## src/rtl/ccpp_pkg.sv

```systemverilog
// ----------------------------------------------------------------------------
// ccpp_pkg
// Shared types and codes for the coin changer poll reply parser.
// ----------------------------------------------------------------------------
package ccpp_pkg;

    // default byte limit of one reply
    localparam int unsigned MAX_REPLY_BYTES_DEF = 16;

    // event codes
    localparam logic [2:0] EV_IGNORED  = 3'd0;
    localparam logic [2:0] EV_DISPENSE = 3'd1;
    localparam logic [2:0] EV_ACCEPTED = 3'd2;
    localparam logic [2:0] EV_REJECTED = 3'd3;
    localparam logic [2:0] EV_SLUG     = 3'd4;
    localparam logic [2:0] EV_STATUS   = 3'd5;
    localparam logic [2:0] EV_UNKNOWN  = 3'd6;

    // error codes
    localparam logic [2:0] ERR_NONE        = 3'd0;
    localparam logic [2:0] ERR_TUBE_SENSOR = 3'd1;
    localparam logic [2:0] ERR_UNPLUGGED   = 3'd2;
    localparam logic [2:0] ERR_TUBE_JAM    = 3'd3;
    localparam logic [2:0] ERR_ROM         = 3'd4;
    localparam logic [2:0] ERR_ROUTING     = 3'd5;
    localparam logic [2:0] ERR_COIN_JAM    = 3'd6;
    localparam logic [2:0] ERR_REMOVAL     = 3'd7;

    // status codes from the low five bits
    localparam logic [4:0] ST_ESCROW      = 5'd1;
    localparam logic [4:0] ST_PAYOUT_BUSY = 5'd2;
    localparam logic [4:0] ST_NO_CREDIT   = 5'd3;
    localparam logic [4:0] ST_TUBE_SENSOR = 5'd4;
    localparam logic [4:0] ST_DOUBLE_ARR  = 5'd5;
    localparam logic [4:0] ST_UNPLUGGED   = 5'd6;
    localparam logic [4:0] ST_TUBE_JAM    = 5'd7;
    localparam logic [4:0] ST_ROM         = 5'd8;
    localparam logic [4:0] ST_ROUTING     = 5'd9;
    localparam logic [4:0] ST_BUSY        = 5'd10;
    localparam logic [4:0] ST_RESET       = 5'd11;
    localparam logic [4:0] ST_COIN_JAM    = 5'd12;
    localparam logic [4:0] ST_REMOVAL     = 5'd13;

    // configuration register indexes
    localparam logic [1:0] CFG_COIN_SCALE = 2'd0;
    localparam logic [1:0] CFG_TABLE_LOW  = 2'd1;
    localparam logic [1:0] CFG_TABLE_HIGH = 2'd2;

    typedef struct packed {
        logic [7:0] rx_byte;
        logic       last_byte;
    } in_word_t;

    typedef struct packed {
        logic [2:0]  event_kind;
        logic [3:0]  coin_kind;
        logic [31:0] credit_total;
        logic [2:0]  error_code;
        logic        escrow_flag;
        logic        reset_seen;
        logic        changer_busy;
        logic        payout_active;
        logic        reply_done;
    } out_word_t;

endpackage

```

## src/rtl/coin_changer_poll_parser_core.sv

```systemverilog
// ----------------------------------------------------------------------------
// coin_changer_poll_parser_core
// Classifies a coin changer's poll reply one byte per word and keeps the
// running credit, sticky error and escrow state and per-reply status flags.
// ----------------------------------------------------------------------------
// Usage:
// - input channel (in_valid/in_ready/in_data) takes one reply byte per word,
//   with last_byte marking the end of a reply
// - output channel (out_valid/out_ready/out_data) gives one result word per
//   input word, in order
// - configuration writes (cfg_wr_en/cfg_index/cfg_wr_data) set the coin scale
//   and the two halves of the credit table; indexes past the table are dropped
// - an accepted word is held in the input register, classified from there, and
//   its result is registered in the result register once the output is free
// - throughput is one word per cycle while the receiver does not stall, set by
//   the single classify stage and its 8x8 multiply with a saturating 32-bit add
// - when the receiver stalls, the result register holds and the input
//   register fills; in_ready drops only when both are full
// - reset clears the credit total, sticky flags, reply position and the
//   configuration registers; no clearing pass is needed
// ----------------------------------------------------------------------------
module coin_changer_poll_parser_core
    import ccpp_pkg::*;
#(
    parameter int unsigned MAX_REPLY_BYTES = MAX_REPLY_BYTES_DEF
)
(
    input  logic        clk,
    input  logic        rst_n,
    input  logic        in_valid,
    output logic        in_ready,
    input  in_word_t    in_data,
    output logic        out_valid,
    input  logic        out_ready,
    output out_word_t   out_data,
    input  logic        cfg_wr_en,
    input  logic [1:0]  cfg_index,
    input  logic [63:0] cfg_wr_data
);

    localparam logic [4:0] POS_LIMIT = 5'(MAX_REPLY_BYTES);
    localparam logic [4:0] POS_MAX   = 5'd31;

    // configuration registers
    logic [7:0]  coin_scale_reg;
    logic [63:0] table_low_reg;
    logic [63:0] table_high_reg;

    // pipeline registers
    logic        in_valid_reg;
    in_word_t    in_word_reg;
    logic        out_valid_reg;
    out_word_t   out_word_reg;

    // parser state
    logic [4:0]  byte_pos_reg;
    logic        second_pending_reg;
    logic        skip_rest_reg;
    logic [31:0] credit_sum_reg;
    logic [2:0]  last_error_reg;
    logic        escrow_seen_reg;
    logic [2:0]  reply_flags_reg;

    logic [4:0]  byte_pos_next;
    logic        second_pending_next;
    logic        skip_rest_next;
    logic [31:0] credit_sum_next;
    logic [2:0]  last_error_next;
    logic        escrow_seen_next;
    logic [2:0]  reply_flags_next;
    out_word_t   out_word_next;

    logic        advance;
    logic [7:0]  rx;
    logic [3:0]  kind;
    logic [63:0] table_word;
    logic [7:0]  table_credit;
    logic [15:0] credit_amount;
    logic [32:0] credit_wide;
    logic [2:0]  ev;
    logic [3:0]  coin;

    // handshake
    assign advance   = in_valid_reg && (!out_valid_reg || out_ready);
    assign in_ready  = !in_valid_reg || advance;
    assign out_valid = out_valid_reg;
    assign out_data  = out_word_reg;

    // credit lookup and scaled saturating add
    assign rx            = in_word_reg.rx_byte;
    assign kind          = rx[3:0];
    assign table_word    = kind[3] ? table_high_reg : table_low_reg;
    assign table_credit  = table_word[{kind[2:0], 3'b000} +: 8];
    assign credit_amount = {8'd0, table_credit} * {8'd0, coin_scale_reg};
    assign credit_wide   = {1'b0, credit_sum_reg} + {17'd0, credit_amount};

    // classify one byte
    always_comb
    begin
        second_pending_next = second_pending_reg;
        skip_rest_next      = skip_rest_reg;
        credit_sum_next     = credit_sum_reg;
        last_error_next     = last_error_reg;
        escrow_seen_next    = escrow_seen_reg;
        reply_flags_next    = reply_flags_reg;
        ev                  = EV_IGNORED;
        coin                = 4'd0;

        if (second_pending_reg)
        begin
            second_pending_next = 1'b0;
        end
        else if (!skip_rest_reg && (byte_pos_reg < POS_LIMIT))
        begin
            if (rx[7])
            begin
                ev                  = EV_DISPENSE;
                coin                = kind;
                second_pending_next = 1'b1;
            end
            else if (rx[6])
            begin
                coin                = kind;
                second_pending_next = 1'b1;
                if (!rx[5])
                begin
                    ev              = EV_ACCEPTED;
                    credit_sum_next = credit_wide[32] ? 32'hFFFF_FFFF : credit_wide[31:0];
                end
                else
                begin
                    ev = EV_REJECTED;
                end
            end
            else if (rx[5])
            begin
                ev = EV_SLUG;
            end
            else
            begin
                ev = EV_STATUS;
                case (rx[4:0])
                    ST_ESCROW:      escrow_seen_next    = 1'b1;
                    ST_PAYOUT_BUSY: reply_flags_next[2] = 1'b1;
                    ST_NO_CREDIT:   ;
                    ST_TUBE_SENSOR: last_error_next     = ERR_TUBE_SENSOR;
                    ST_DOUBLE_ARR:  ;
                    ST_UNPLUGGED:   last_error_next     = ERR_UNPLUGGED;
                    ST_TUBE_JAM:    last_error_next     = ERR_TUBE_JAM;
                    ST_ROM:         last_error_next     = ERR_ROM;
                    ST_ROUTING:     last_error_next     = ERR_ROUTING;
                    ST_BUSY:        reply_flags_next[1] = 1'b1;
                    ST_RESET:       reply_flags_next[0] = 1'b1;
                    ST_COIN_JAM:    last_error_next     = ERR_COIN_JAM;
                    ST_REMOVAL:     last_error_next     = ERR_REMOVAL;
                    default:
                    begin
                        ev             = EV_UNKNOWN;
                        skip_rest_next = 1'b1;
                    end
                endcase
            end
        end

        byte_pos_next = (byte_pos_reg < POS_MAX) ? byte_pos_reg + 5'd1 : byte_pos_reg;

        // result shows the flags before the end of reply clears them
        out_word_next.event_kind    = ev;
        out_word_next.coin_kind     = coin;
        out_word_next.credit_total  = credit_sum_next;
        out_word_next.error_code    = last_error_next;
        out_word_next.escrow_flag   = escrow_seen_next;
        out_word_next.reset_seen    = reply_flags_next[0];
        out_word_next.changer_busy  = reply_flags_next[1];
        out_word_next.payout_active = reply_flags_next[2];
        out_word_next.reply_done    = in_word_reg.last_byte;

        // end of reply
        if (in_word_reg.last_byte)
        begin
            byte_pos_next       = 5'd0;
            second_pending_next = 1'b0;
            skip_rest_next      = 1'b0;
            reply_flags_next    = 3'd0;
        end
    end

    // configuration writes
    always_ff @(posedge clk or negedge rst_n)
    begin
        if (!rst_n)
        begin
            coin_scale_reg <= 8'd0;
            table_low_reg  <= 64'd0;
            table_high_reg <= 64'd0;
        end
        else if (cfg_wr_en)
        begin
            case (cfg_index)
                CFG_COIN_SCALE: coin_scale_reg <= cfg_wr_data[7:0];
                CFG_TABLE_LOW:  table_low_reg  <= cfg_wr_data;
                CFG_TABLE_HIGH: table_high_reg <= cfg_wr_data;
                default:        ;
            endcase
        end
    end

    // pipeline control and parser state
    always_ff @(posedge clk or negedge rst_n)
    begin
        if (!rst_n)
        begin
            in_valid_reg       <= 1'b0;
            out_valid_reg      <= 1'b0;
            byte_pos_reg       <= 5'd0;
            second_pending_reg <= 1'b0;
            skip_rest_reg      <= 1'b0;
            credit_sum_reg     <= 32'd0;
            last_error_reg     <= ERR_NONE;
            escrow_seen_reg    <= 1'b0;
            reply_flags_reg    <= 3'd0;
        end
        else
        begin
            if (in_valid && in_ready)
            begin
                in_valid_reg <= 1'b1;
            end
            else if (advance)
            begin
                in_valid_reg <= 1'b0;
            end

            if (advance)
            begin
                out_valid_reg      <= 1'b1;
                byte_pos_reg       <= byte_pos_next;
                second_pending_reg <= second_pending_next;
                skip_rest_reg      <= skip_rest_next;
                credit_sum_reg     <= credit_sum_next;
                last_error_reg     <= last_error_next;
                escrow_seen_reg    <= escrow_seen_next;
                reply_flags_reg    <= reply_flags_next;
            end
            else if (out_ready)
            begin
                out_valid_reg <= 1'b0;
            end
        end
    end

    // payload registers
    always_ff @(posedge clk)
    begin
        if (in_valid && in_ready)
        begin
            in_word_reg <= in_data;
        end
        if (advance)
        begin
            out_word_reg <= out_word_next;
        end
    end

endmodule

```

## config.mk

```make
export PLATFORM = sky130hd
export DESIGN_NAME = coin_changer_poll_parser_core
export DESIGN_NICKNAME = d
export VERILOG_FILES = /design/src/rtl/ccpp_pkg.sv /design/src/rtl/coin_changer_poll_parser_core.sv
export SDC_FILE = /design/constraint.sdc
export NUM_CORES = 1
export LEC_CHECK = 0
export BUFFER_PORTS_ARGS = -buffer_cell sky130_fd_sc_hd__buf_2
export CORE_MARGIN = 2
export CORE_UTILIZATION = 50
export CTS_CLUSTER_DIAMETER = 60
export DETAILED_ROUTE_END_ITERATION = 12
export MAX_ROUTING_LAYER = met4
export PLACE_DENSITY = 0.69
export SETUP_SLACK_MARGIN = 0.2
export SLEW_MARGIN = 20
export SYNTH_ARGS = -nofsm -noshare
export SYNTH_HDL_FRONTEND = slang
export SYNTH_SLANG_ARGS = --single-unit
```

## constraint.sdc

```tcl
create_clock -name clk -period 8 [get_ports clk]
set_input_delay 2 -clock clk [delete_from_list [all_inputs] [get_ports clk]]
set_output_delay 2 -clock clk [all_outputs]
set_load 0.005 [all_outputs]
```

-- Yosys cells after proc, flatten, opt, wreduce, memory -nomap -nowiden
Cells that the tools add are included.
- input port bits: 80
- word-level logic and storage cells: 125
- flip-flop bits (word level): 240
- output and inout bits: 49
- $mul: 1
- $lt $le $gt $ge: 2
- multiplexer cells: 53
- shifts and indexed selects: 1
- bitwise operators: 1
- reduce and logical (&&, ||, !) cells: 21
- equality and inequality tests: 20
- add/sub/neg operators: 2
- operators with widths (operator ; count):
    $mux W32 ; 6
    $mux W64 ; 1
    $shiftx A64 B7 Y8 ; 1
    $mux W3 ; 12
    $add A32 B16 Y33 ; 1
    $eq A5 B4 Y1 const B ; 6
    $mux W1 ; 27
    $pmux W3 S7 ; 1
    $eq A5 B3 Y1 const B ; 4
    $mul A8 B8 Y16 ; 1
    $reduce_or A13 Y1 ; 1
    $eq A5 B2 Y1 const B ; 2
    $lt A5 B5 Y1 const B ; 2
    $mux W5 ; 2
    $mux W4 ; 2
    $ne A2 B2 Y1 const B ; 4
    $reduce_and A2 Y1 ; 4
    $reduce_bool A2 Y1 ; 4
    $reduce_and A7 Y1 ; 1
    $add A5 B1 Y5 const B ; 1
    $eq A5 B1 Y1 const B ; 1
    $mux W2 ; 2
    $logic_and A1 B1 Y1 ; 3
    $logic_not A1 Y1 ; 3
    other kinds (8) ; 9

-- Depth between registers and ports, before layout
- depth after elaboration: 10
- depth in mapped cells: 22
- depth with buffers taken out: 19

-- Least setup slack after synthesis
Ideal clock, no wire load.
- path kind: reg2reg
- from: register in_word_reg (netlist bit rx[0])
- to: register out_word_reg (netlist bit out_data[32]) (data pin)
- cell stages (with the launch flop): 20
- period minus slack after synthesis: 6721 ps
- setup time: 260 ps
- slack: 1279 ps
- data arrival time: 6462 ps
- path buffers: 3
- data required time: 7740 ps
- path through: edfxtp_1 buf_2 clkbuf_1 mux4_2 mux4_2 and2_1 fa_1 fa_1 inv_1 fa_1 fa_1 inv_1 ha_1 nand2_1 or4_4 a21o_1 a311o_2 buf_6 nor2_1 mux2_2
- cells in the longest elaborated chain, start to end: 9
- ends and longest elaborated chain (item ; RTL line ; RTL):
    start: declaration ; coin_changer_poll_parser_core.sv:51 ; in_word_t in_word_reg;
    start signal: assignment ; coin_changer_poll_parser_core.sv:257 ; in_word_reg <= in_data;
    $shiftx A64 B7 Y8 ; coin_changer_poll_parser_core.sv:93 ; assign table_credit = table_word[{kind[2:0], 3'b000} +: 8];
    $mul A8 B8 Y16 ; coin_changer_poll_parser_core.sv:94 ; assign credit_amount = {8'd0, table_credit} * {8'd0, coin_scale_reg};
    $add A32 B16 Y33 ; coin_changer_poll_parser_core.sv:95 ; assign credit_wide = {1'b0, credit_sum_reg} + {17'd0, credit_amount};
    $mux W32 ; coin_changer_poll_parser_core.sv:128 ; credit_sum_next = credit_wide[32] ? 32'hFFFF_FFFF : credit_wide[31:0];
    $mux W32 ; coin_changer_poll_parser_core.sv:125 ; if (!rx[5])
    $mux W32 ; coin_changer_poll_parser_core.sv:121 ; else if (rx[6])
    $mux W32 ; coin_changer_poll_parser_core.sv:115 ; if (rx[7])
    $mux W32 ; coin_changer_poll_parser_core.sv:113 ; else if (!skip_rest_reg && (byte_pos_reg < POS_LIMIT))
    $mux W32 ; coin_changer_poll_parser_core.sv:109 ; if (second_pending_reg)
    net credit_sum_next[24] ; coin_changer_poll_parser_core.sv:67 ; logic [31:0] credit_sum_next;
    end signal: assignment ; coin_changer_poll_parser_core.sv:261 ; out_word_reg <= out_word_next;
    end: declaration ; coin_changer_poll_parser_core.sv:53 ; out_word_t out_word_reg;
The timed path passes the listed nets, and every way through them passes these cells.
A chain may end at the register's enable or synchronous reset.

-- Final worst setup path
- from: register in_word_reg (netlist bit rx[0])
- to: register out_word_reg (netlist bit out_data[39]) (data pin)
The elaborated chain is that of the path after synthesis.

==> flow_summary.yaml <==
run_status:
  outcome: "finished, final reports clean"
synth:
  synth.cells.most_frequent: "184 x dfrtp_1, 148 x mux2_2, 102 x inv_1"
  synthesis.area_sq_mm: 0.0134
  yosysTopAreaCell: "dfrtp_1"
  ys_dominant_reg_cell: "dfrtp_1"
  synth-seq-cells: 240
  synth_enable_flop_cells: 56
  syn_inst: 1097
  cell_types_occupying_the_most_area_after_synthesis: "dfrtp_1 34%, edfxtp_1 13%, mux2_2 12%"
  synth.most_common_cell: "dfrtp_1"
  fraction_of_synthesis_flops_using_an_asynchronous_set_or_reset_pin_pct: 76.7
  seq_area_frac_synth_pct: 46.8
  synthDominantCellAreaShare_pct: 34.3
  synth_warnings: 0
  synth_area_per_cell_sq_um: 12.3
  syn_nets: 1269
  ys_types: 74
route:
  initialDrtViolationCount: 517
  drt_pass1_iterations: 6
  totalWireLength_mm: 28.0
  ant_nets: 0
  detail_route.drc_violations: 0
  vias_after_detailed_routing: 8781
  wl_cell_um: 17.8
  via_per_inst: 5.58
power_and_ir_drop:
  power.total_w: 0.00677
  vdd_ir_drop_max_v: 0.000404
  cellLeakagePower_nw: 6.85
  power_density_mw_per_mm2: 445
layout:
  finalNetCount: 1383
  syn_to_final_growth_pct: 13.2
  post_route_cells_drive_above_1_share_pct: 31.5
cts:
  numCtsBuffers: 26
  postCtsHoldBufs: 0
  clk_pin_slew_worst_paths_ns: 0.06
  post_cts.resized_instances: 0
  postCtsSetupRepairBufs: 0
  cts_tree: "built"
  clk-insertion-delay-late_ns: 0.53
  h-tree-depth: 1
  clock_tree_sinks: 240
  cts-root-buf: "clkbuf_16"
  ctsLongestPathBuffers: 3
flow_run:
  cap_violations: 0
floorplanning:
  ioPinCount: 129
  die_area_sq_mm: 0.0282
  initial_core_util_pct: 50.4
  placeableCoreArea_sq_mm: 0.0267
  number_of_rows_in_the_core_area: 60
  die_height_um: 168
  die_w_um: 168
sta:
  fmaxAchievable_mhz: 146
  timing.max_slew.rel_slack_pct: 34.2
  hold_slack_ns: 0.453
  period_needed_ns: 6.86
  fin_worst_skew_ns: 0.0113
  tns_ns: 0
  timing_hold_violations_final: 0
  worst_pin_slew_ns: 0.987
  finalWorstSetupSlack_ns: 1.14
  fin_crit_sh_pct: 85.7
  finalMaxSlewViolations: 0
  setup_viol: 0
  rsz0062_at_grt: "no"
placed_design:
  numPortBuffers: 128
  hpwl_mm: 20.3
  post_place_setup_slack_ns: 1.11
  gp_congestion: 0.896
grt:
  grt_usage_pct: 21.1
  grt_pass1_vias: 8882
  grt_antenna_before_repair: 2
  grt_max_degree: 71
  grt_pass1_wl_mm: 46.9
  grt.overflow.total: 0
critical_path:
  crit_buf_inv: 3
  timing.critical_path.cells: "buf_4, mux4_2, mux4_2, and2_1, fa_1, fa_1, fa_1, inv_1, fa_1, inv_1, ha_1, a21o_1, a32o_1, a41o_2, o31ai_2, nand2_1, mux2_2"
  worst-endpoint-required_ns: 8.28
  critPathMaxStageDelay_ns: 0.74
  timing.critical_path.fanout_max: 24
  path_delay_family: "adder cells"
  setup.worst_path.class: "flip-flop to flip-flop"
  worstPathArrival_ns: 7.14
  critical-path-slowest-cell: "o31ai_2"
  element_type_at_the_critical_path_start: "flip-flop"
  cp-end-kind: "flip-flop"
  timing.critical_path.mode_cell: "fa_1"
worst_hold_path:
  hold_class: "flip-flop to flip-flop"
## through the flow
| step | area [sq um] | utilization [%] | std cells |
|---|---|---|---|
| 2_1_floorplan | 13400 | - | 1097 |
| 3_3_place_gp | 14300 | 53.8 | 1524 |
| 3_5_place_dp | 14300 | 53.8 | 1524 |
| 4_1_cts | 15200 | 57.1 | 1571 |
| 5_1_grt | 15200 | 57.1 | 1573 |
| 6_report | 15200 | 57.1 | 1573 |
## kinds of logic after synthesis
| family | count (synthesis) | synth area share [%] |
|---|---|---|
| AO/OA/AOI/OAI | 158 | 7.64 |
| XOR/XNOR | 9 | 0.587 |
| adder cells (fa/ha/maj) | 92 | 11.4 |
| buffers and inverters | 155 | 4.78 |
| flip-flops | 240 | 46.8 |
| multiplexers | 190 | 19.3 |
| AND/OR/NAND/NOR | 253 | 9.61 |
## layout by cell type (no fill, tap or decap), drive strengths merged, types with 9 or more instances in the layout
| cell | netlist | routed |
|---|---|---|
| dfrtp | 184 | 184 |
| mux2 | 148 | 148 |
| buf | 16 | 139 |
| inv | 102 | 104 |
| nand2 | 74 | 74 |
| edfxtp | 56 | 56 |
| nor2 | 51 | 51 |
| fa | 50 | 50 |
| and2 | 49 | 49 |
| ha | 42 | 42 |
| mux4 | 40 | 40 |
| a21oi | 40 | 40 |
| clkbuf | 36 | 38 |
| o21ai | 31 | 31 |
| a31oi | 30 | 30 |
| nand3 | 17 | 17 |
| a21o | 13 | 13 |
| nor3 | 12 | 12 |
| and4 | 9 | 9 |
| nand4 | 9 | 9 |
## metal layers
metal	vias up	global-route usage [%]	part of all wire, %
li1	4139	-	-
met1	4387	30.5	48
met2	216	31.9	45
met3	39	3.57	5.5
met4	0	4.12	1.6
met5	-	-	0
## power breakdown
| part | total (W) | internal (W) | switching (W) | leakage [nW] |
|---|---|---|---|---|
| Sequential | 0.00168 | 0.00152 | 0.000158 | 2.77 |
| Combinational | 0.00389 | 0.00164 | 0.00226 | 3.63 |
| Clock | 0.00120 | 0.000724 | 0.000480 | 0.441 |
| Total | 0.00677 | 0.00388 | 0.00290 | 6.85 |
## layout make-up
class / count / area (sq um)
clock inverter: 9 / 80.1
antenna: 2 / 5.00
fill: 2179 / 11400
multi-input combinational: 702 / 6510
sequential: 240 / 6290
timing repair buffer: 139 / 729
inverter: 102 / 383
tap: 341 / 427
clock buffer: 38 / 798
## worst paths after layout
path / startpoint / to / slack [ns] / cells past startpoint
max: rx[0] / out_data[39] / 1.14 / 17
min in group asynchronous: rst_n / table_low_reg[55] / 1.41 / 1
min reg2reg: escrow_seen_reg / escrow_seen_reg / 0.45 / 1
max in group asynchronous: rst_n / table_high_reg[62] / 5.30 / 2
max reg2reg: rx[0] / out_data[39] / 1.14 / 17
min: escrow_seen_reg / escrow_seen_reg / 0.45 / 1
Note: power is estimated with default switching activity, not from simulation.
